--- src/hw/rtl/rcr_pkg.sv ---
// shared widths, types and constants of the rectangle corner rotator
package rcr_pkg;

    // field widths
    localparam int COORD_W       = 16;
    localparam int SIZE_W        = COORD_W - 1;
    localparam int ANGLE_W       = 16;
    localparam int CORDIC_STAGES = 16;
    localparam int OUT_W         = COORD_W + 2;

    // internal widths
    localparam int PHASE_W = 32;
    localparam int FRAC_W  = 15;
    localparam int CS_W    = FRAC_W + 1;
    localparam int XY_W    = CS_W + 2;
    localparam int DELTA_W = COORD_W + 2;
    localparam int PROD_W  = DELTA_W + CS_W;
    localparam int SUM_W   = PROD_W + 2;
    localparam int QUOT_W  = SUM_W - FRAC_W;

    // stream word layout
    localparam int IN_BITS    = 4 * COORD_W + 2 * SIZE_W + ANGLE_W;
    localparam int IN_DATA_W  = ((IN_BITS + 7) / 8) * 8;
    localparam int OUT_BITS   = 8 * OUT_W;
    localparam int OUT_DATA_W = ((OUT_BITS + 7) / 8) * 8;

    localparam int OFF_RX  = 0;
    localparam int OFF_RY  = OFF_RX + COORD_W;
    localparam int OFF_RW  = OFF_RY + COORD_W;
    localparam int OFF_RH  = OFF_RW + SIZE_W;
    localparam int OFF_PX  = OFF_RH + SIZE_W;
    localparam int OFF_PY  = OFF_PX + COORD_W;
    localparam int OFF_ANG = OFF_PY + COORD_W;

    // gain-compensated unit vector in q1.15
    localparam logic signed [XY_W-1:0] CORDIC_INIT = XY_W'(19898);

    // quarter turn in phase units
    localparam logic signed [PHASE_W-1:0] QUARTER     = 32'sh4000_0000;
    localparam logic signed [PHASE_W-1:0] NEG_QUARTER = 32'shC000_0000;

    localparam logic signed [CS_W-1:0] CS_MAX = {1'b0, {(CS_W-1){1'b1}}};
    localparam logic signed [CS_W-1:0] CS_MIN = {1'b1, {(CS_W-1){1'b0}}};

    localparam logic signed [QUOT_W-1:0] OUT_MAX = QUOT_W'({1'b0, {(OUT_W-1){1'b1}}});
    localparam logic signed [QUOT_W-1:0] OUT_MIN = -OUT_MAX - QUOT_W'(1);

    // arctangent of 2^-i in phase units (2^32 per turn)
    localparam logic [PHASE_W-1:0] ATAN_TAB [0:23] = '{
        32'd536870912, 32'd316933406, 32'd167458907, 32'd85004756,
        32'd42667331,  32'd21354465,  32'd10679838,  32'd5340245,
        32'd2670163,   32'd1335087,   32'd667544,    32'd333772,
        32'd166886,    32'd83443,     32'd41722,     32'd20861,
        32'd10430,     32'd5215,      32'd2608,      32'd1304,
        32'd652,       32'd326,       32'd163,       32'd81
    };

    typedef logic signed [CS_W-1:0]    t_cs;
    typedef logic signed [DELTA_W-1:0] t_delta;
    typedef logic signed [COORD_W-1:0] t_coord;

    // geometry carried beside the sine/cosine pipeline
    typedef struct packed {
        t_delta dx_l;
        t_delta dx_r;
        t_delta dy_t;
        t_delta dy_b;
        t_coord px;
        t_coord py;
        logic   flip;
    } t_side;

endpackage

--- src/hw/rtl/rcr_cordic.sv ---
// pipelined rotation-mode cordic giving cos and sin in q1.15
module rcr_cordic
    import rcr_pkg::*;
(
    input  logic                      i_clk,
    input  logic                      i_rst_n,
    input  logic                      i_en,
    input  logic                      i_valid,
    input  logic signed [PHASE_W-1:0] i_z,
    input  t_side                     i_side,
    output logic                      o_valid,
    output t_cs                       o_cos,
    output t_cs                       o_sin,
    output t_side                     o_side
);

    logic                      r_v    [1:CORDIC_STAGES];
    logic signed [XY_W-1:0]    r_x    [1:CORDIC_STAGES];
    logic signed [XY_W-1:0]    r_y    [1:CORDIC_STAGES];
    logic signed [PHASE_W-1:0] r_z    [1:CORDIC_STAGES];
    t_side                     r_side [1:CORDIC_STAGES];

    logic signed [XY_W-1:0] n_xf;
    logic signed [XY_W-1:0] n_yf;

    genvar gi;
    generate
        for (gi = 0; gi < CORDIC_STAGES; gi++) begin : g_stage
            logic                      w_v;
            logic signed [XY_W-1:0]    w_x;
            logic signed [XY_W-1:0]    w_y;
            logic signed [PHASE_W-1:0] w_z;
            t_side                     w_side;
            logic signed [PHASE_W-1:0] w_atan;

            // stage input: pipeline entry or previous stage
            if (gi == 0) begin : g_first
                assign w_v    = i_valid;
                assign w_x    = CORDIC_INIT;
                assign w_y    = '0;
                assign w_z    = i_z;
                assign w_side = i_side;
            end else begin : g_next
                assign w_v    = r_v[gi];
                assign w_x    = r_x[gi];
                assign w_y    = r_y[gi];
                assign w_z    = r_z[gi];
                assign w_side = r_side[gi];
            end

            assign w_atan = $signed(ATAN_TAB[gi]);

            // valid bit
            always_ff @(posedge i_clk) begin
                if (!i_rst_n) begin
                    r_v[gi+1] <= 1'b0;
                end else if (i_en) begin
                    r_v[gi+1] <= w_v;
                end
            end

            // one micro-rotation, direction from the sign of the residual angle
            always_ff @(posedge i_clk) begin
                if (i_en) begin
                    if (!w_z[PHASE_W-1]) begin
                        r_x[gi+1] <= w_x - (w_y >>> gi);
                        r_y[gi+1] <= w_y + (w_x >>> gi);
                        r_z[gi+1] <= w_z - w_atan;
                    end else begin
                        r_x[gi+1] <= w_x + (w_y >>> gi);
                        r_y[gi+1] <= w_y - (w_x >>> gi);
                        r_z[gi+1] <= w_z + w_atan;
                    end
                    r_side[gi+1] <= w_side;
                end
            end
        end
    endgenerate

    // undo the half-turn fold
    always_comb begin
        if (r_side[CORDIC_STAGES].flip) begin
            n_xf = -r_x[CORDIC_STAGES];
            n_yf = -r_y[CORDIC_STAGES];
        end else begin
            n_xf = r_x[CORDIC_STAGES];
            n_yf = r_y[CORDIC_STAGES];
        end
    end

    // saturate to q1.15 and register
    always_ff @(posedge i_clk) begin
        if (!i_rst_n) begin
            o_valid <= 1'b0;
        end else if (i_en) begin
            o_valid <= r_v[CORDIC_STAGES];
        end
    end

    always_ff @(posedge i_clk) begin
        if (i_en) begin
            if (n_xf > XY_W'(CS_MAX)) begin
                o_cos <= CS_MAX;
            end else if (n_xf < XY_W'(CS_MIN)) begin
                o_cos <= CS_MIN;
            end else begin
                o_cos <= CS_W'(n_xf);
            end
            if (n_yf > XY_W'(CS_MAX)) begin
                o_sin <= CS_MAX;
            end else if (n_yf < XY_W'(CS_MIN)) begin
                o_sin <= CS_MIN;
            end else begin
                o_sin <= CS_W'(n_yf);
            end
            o_side <= r_side[CORDIC_STAGES];
        end
    end

endmodule

--- config.mk ---
export PLATFORM = sky130hd
export DESIGN_NAME = rcr_cordic
export DESIGN_NICKNAME = d
export VERILOG_FILES = /design/src/hw/rtl/rcr_pkg.sv /design/src/hw/rtl/rcr_cordic.sv
export SDC_FILE = /design/constraint.sdc
export NUM_CORES = 2
export LEC_CHECK = 0
export BUFFER_PORTS_ARGS = -buffer_cell sky130_fd_sc_hd__buf_4
export CAP_MARGIN = 5
export CORE_UTILIZATION = 45
export DETAILED_ROUTE_END_ITERATION = 8
export PLACE_DENSITY = 0.57
export RECOVER_POWER = 50
export SYNTH_ARGS = -nofsm -noshare
export SYNTH_HDL_FRONTEND = slang
export SYNTH_SLANG_ARGS = --single-unit
--- constraint.sdc ---
create_clock -name i_clk -period 5.45 [get_ports i_clk]
set_input_delay 0.2725 -clock i_clk [delete_from_list [all_inputs] [get_ports i_clk]]
set_output_delay 0.2725 -clock i_clk [all_outputs]
set_load 0.1 [all_outputs]
**Word level (Yosys, flattened, before mapping)**

Memory sizes are Yosys's and may differ from the RTL's. A register that Yosys moved wholly into a read port is not among the register bits.
Index checks and enable logic that the tools add are counted.
Widths: inputs -> output; s select.

- Add/sub/neg operators: 94
- Bitwise gates (word level): 64
- Reduce and logical (&&, ||, !) cells: 1
- Order comparisons: 4
- Muxes and demuxes: 169

Operators by type and width:

| cell | number |
|---|---|
| $mux 18 | 34 |
| $mux 32 | 16 |
| $mux 1 | 117 |
| $or 1x1->1 | 64 |
| $add 18x10->18 | 2 |
| $add 18x11->18 | 2 |
| $add 18x12->18 | 2 |
| $add 18x13->18 | 2 |
| $add 18x14->18 | 2 |
| $add 18x15->18 | 2 |
| $add 18x16->18 | 2 |
| $add 18x17->18 | 2 |
| $add 18x3->18 | 2 |
| $add 18x4->18 | 2 |
| $add 18x5->18 | 2 |
| $add 18x6->18 | 2 |
| $add 18x7->18 | 2 |
| $add 18x8->18 | 2 |
| $add 18x9->18 | 2 |
| $gt 18x16->1 const B | 2 |
| $lt 18x16->1 const B | 2 |
| $neg 18->18 | 2 |
| $sub 18x10->18 | 2 |
| $sub 18x11->18 | 2 |
| other kinds (47) | 61 |

- Memories kept: 5
- Word-level logic and storage cells: 346
- Register bits after elaboration: 137
- Output and inout port bits: 138
- Memory bits (writable): 2,784

Memory list:

| name | words | width | rd ports | clocked after Yosys merged registers in | write ports | RTL line | RTL |
|---|---|---|---|---|---|---|---|
| r_side | 16 | 105 | 16 | 0 | 16 | rcr_cordic.sv:21 | `t_side r_side [1:CORDIC_STAGES];` |
| r_z | 16 | 32 | 15 | 0 | 16 | rcr_cordic.sv:20 | `logic signed [PHASE_W-1:0] r_z [1:CORDIC_STAGES];` |
| r_x | 16 | 18 | 16 | 0 | 16 | rcr_cordic.sv:18 | `logic signed [XY_W-1:0] r_x [1:CORDIC_STAGES];` |
| r_y | 16 | 18 | 16 | 0 | 16 | rcr_cordic.sv:19 | `logic signed [XY_W-1:0] r_y [1:CORDIC_STAGES];` |
| r_v | 16 | 1 | 16 | 1 | 16 | rcr_cordic.sv:17 | `logic r_v [1:CORDIC_STAGES];` |

**Logic depth before layout (Yosys ltp)**

An unclocked memory read counts as a cell.

- Word-level depth: 5
- Gate-level depth with buffers: 18

**Worst setup path before layout**

No wires, ideal clock.

- Path kind: input port to flip-flop
- Start: input port i_en
- End: register r_y[0][125] (netlist name)
- Cell stages on the path: 17
- Arrival time: 4.246 ns
- Path slack: 0.930 ns
- Library setup time: 0.274 ns
- Path buffers: 3
- Path through: clkbuf_1 -> nand2_1 -> inv_1 -> clkbuf_1 -> clkbuf_1 -> mux2i_1 -> ha_1 -> nor2b_1 -> o21ai_0 -> a21boi_0 -> o21ai_0 -> nand2_1 -> a31o_2 -> a211o_1 -> or4_1 -> a2111oi_0 -> a211oi_1

RTL lines:

| element | RTL line | RTL |
|---|---|---|
| start: declaration | rcr_cordic.sv:7 | `input logic i_en,` |

==> impl_metrics.yaml <==
status:
  status: "complete, but fails checks"
  violations: "max-capacitance violations, max-slew violations"
finish:
  fillerInstances: 24200
  nNetsFinal: 11300
  drive_above_1_share_pct: 7.95
  final_cell_mix: "edfxtp_1, ha_1, xnor2_1"
  fin_cells: 14300
  regArea_um2: 84500
  areaGrowthSynthToFinish_pct: 14.2
  final_common_cell: "edfxtp_1"
  multiInputGateArea_um2: 44900
logic_synthesis:
  syn_avg_cell_area_um2: 14.0
  ys.flop_type: "edfxtp_1"
  seq_area_frac_synth_pct: 64.4
  synthArstFlopShare_pct: 0
  ys_ff_latch: 2814
  synth_cells: 9367
  netlist_area_um2: 131000
  synth_nets: 10500
  ys_types: 88
  synth-edff-count: 2813
  ys.warnings.count: 0
detailed_routing:
  wirelength_um: 236000
  drt_iter0_drc: 4221
  dr.pass1.iters: 8
  drc: 0
  vias: 73300
  detail_route.wl_per_cell_um: 16.6
  final_antenna_net_count: 0
  vias_per_cell: 5.14
floorplan:
  io_pins: 279
  die_area_um2: 294000
  core_region_area_um2: 289000
  die-width_um: 542
  die_h_um: 542
  start_util_pct: 45.4
  num_rows: 197
worst_setup_path:
  crit_type: "in -> reg"
  cp_top_family: "buffers and inverters"
  cp_slowest_cell: "clkbuf_1"
  crit_fanout: 162
  setup.worst_path.start_class: "input pin"
  endpoint_kind: "register"
  crit_chain: "dlygate4sd3_1 > buf_16 > clkbuf_1 > clkbuf_1 > buf_4 > buf_4 > buf_12"
  max_stage_delay_ns: 1.35
  cp.required_ns: 5.92
  crit_arrival_ns: 5.13
  cp_num_buf_inv: 7
worst_hold_path:
  min_path_type: "in -> reg"
clock_network:
  cts_resized: 0
  hold_buffers: 178
  cts_tree: "yes"
  postCtsSetupRepairBufs: 0
  clk-insertion-delay-late_ns: 0.90
  clock-sinks: 2814
  htreeDepth: 5
  clock_path_buffers: 4
  cts_buffers: 308
  clk_pin_slew_ns: 0.06
  cts-root-buf: "clkbuf_16"
place:
  place_congestion: 0.878
  port_buffers: 278
  dp_hpwl_um: 167000
  placed_cells: 13500
timing:
  rsz0062_at_grt: "no"
  clock.fmax_mhz: 215
  slew_viol_final: 876
  fin_worst_skew_ns: 0.0696
  setup_viol_count_final: 0
  final.setup.tns_ns: 0
  slew_headroom_pct: -155
  period_share_pct: 85.3
  hold_viol: 0
  worst_pin_slew_ns: 3.83
  fin_crit_ns: 4.65
global_route:
  grt_pass1_vias: 73900
  antenna_found_initial: 10
  grt_max_degree: 207
  grt-ovfl-total: 0
  grt_usage_pct: 15.8
  grt_pass1_wl_um: 380000
job:
  drv_cap: 17
[metrics by stage]
stage	utilization [%]	setup slack (ns)	hold WS (ns)	cell area (um2)
finish	51.8	0.799	0.119	150000
global route	51.8	0.431	0.0646	150000
CTS	51.9	1.02	0.00131	150000
detailed placement	47.9	0.726	0.405	138000
global placement	47.9	0.809	0.400	138000
floorplan	-	0.930	0.371	131000
[synthesized netlist by cell type, drive strengths merged, types with 127 or more instances]
cell / count / area [um2]
edfxtp: 2813 / 84500
nor3: 196 / 986
xnor2: 679 / 5950
inv: 367 / 1380
o21ai: 436 / 2220
nor2: 606 / 2270
nor2b: 127 / 795
nand2: 443 / 1660
ha: 958 / 12000
a21oi: 656 / 3280
xor2: 346 / 3030
a21o: 319 / 2390
[registers in the layout, indices dropped and copies added (netlist names)]
register,flops
r_z,448
o_side,105
o_valid,1
r_x,261
r_v,16
r_y,271
o_sin,16
o_cos,16
r_side,1680
[metal layers]
layer	wire length [um]	GRT usage, %	vias to the layer above
li1	-	-	37000
met1	105000	19.9	34800
met2	115000	27.8	1062
met3	7320	2.15	448
met4	8290	5.97	8
met5	50	0	-
[cells by family after synthesis]
family | count (synthesis) | share of synthesized area (%)
AOI/OAI and AO/OA | 2110 | 10.3
xor gates and xnor gates | 1026 | 6.86
adders and majority gates | 1002 | 9.81
buffers and inverters | 469 | 1.36
DFF | 2814 | 64.4
muxes | 41 | 0.322
other | 1 | 0.00286
and+or+nand+nor | 1904 | 6.93
[final timing paths]
check | from | end | slack [ns] | depth (start not counted)
setup / recovery | i_en | r_x[0][261] | 0.80 | 7
hold / removal | i_side[74] | r_side[0][179] | 0.12 | 2
hold reg to reg | r_side[0][429] | r_side[0][534] | 0.38 | 0
setup reg to reg | r_x[0][96] | r_y[0][125] | 1.00 | 12
[area by class of cell]
| class | count | area share, % |
|---|---|---|
| Clock buffer | 385 | 5.38 |
| Inverter | 371 | 0.930 |
| Clock inverter | 172 | 1.13 |
| Timing Repair Buffer | 542 | 2.94 |
| Multi-Input combinational cell | 6084 | 30.0 |
| Tap cell | 3880 | 3.24 |
| Antenna cell | 3 | 0.00501 |
| Sequential cell | 2814 | 56.4 |
Power is left out: the tool's default activity adds up to more than one toggle a clock period on the data nets, which glitch-free logic cannot reach.
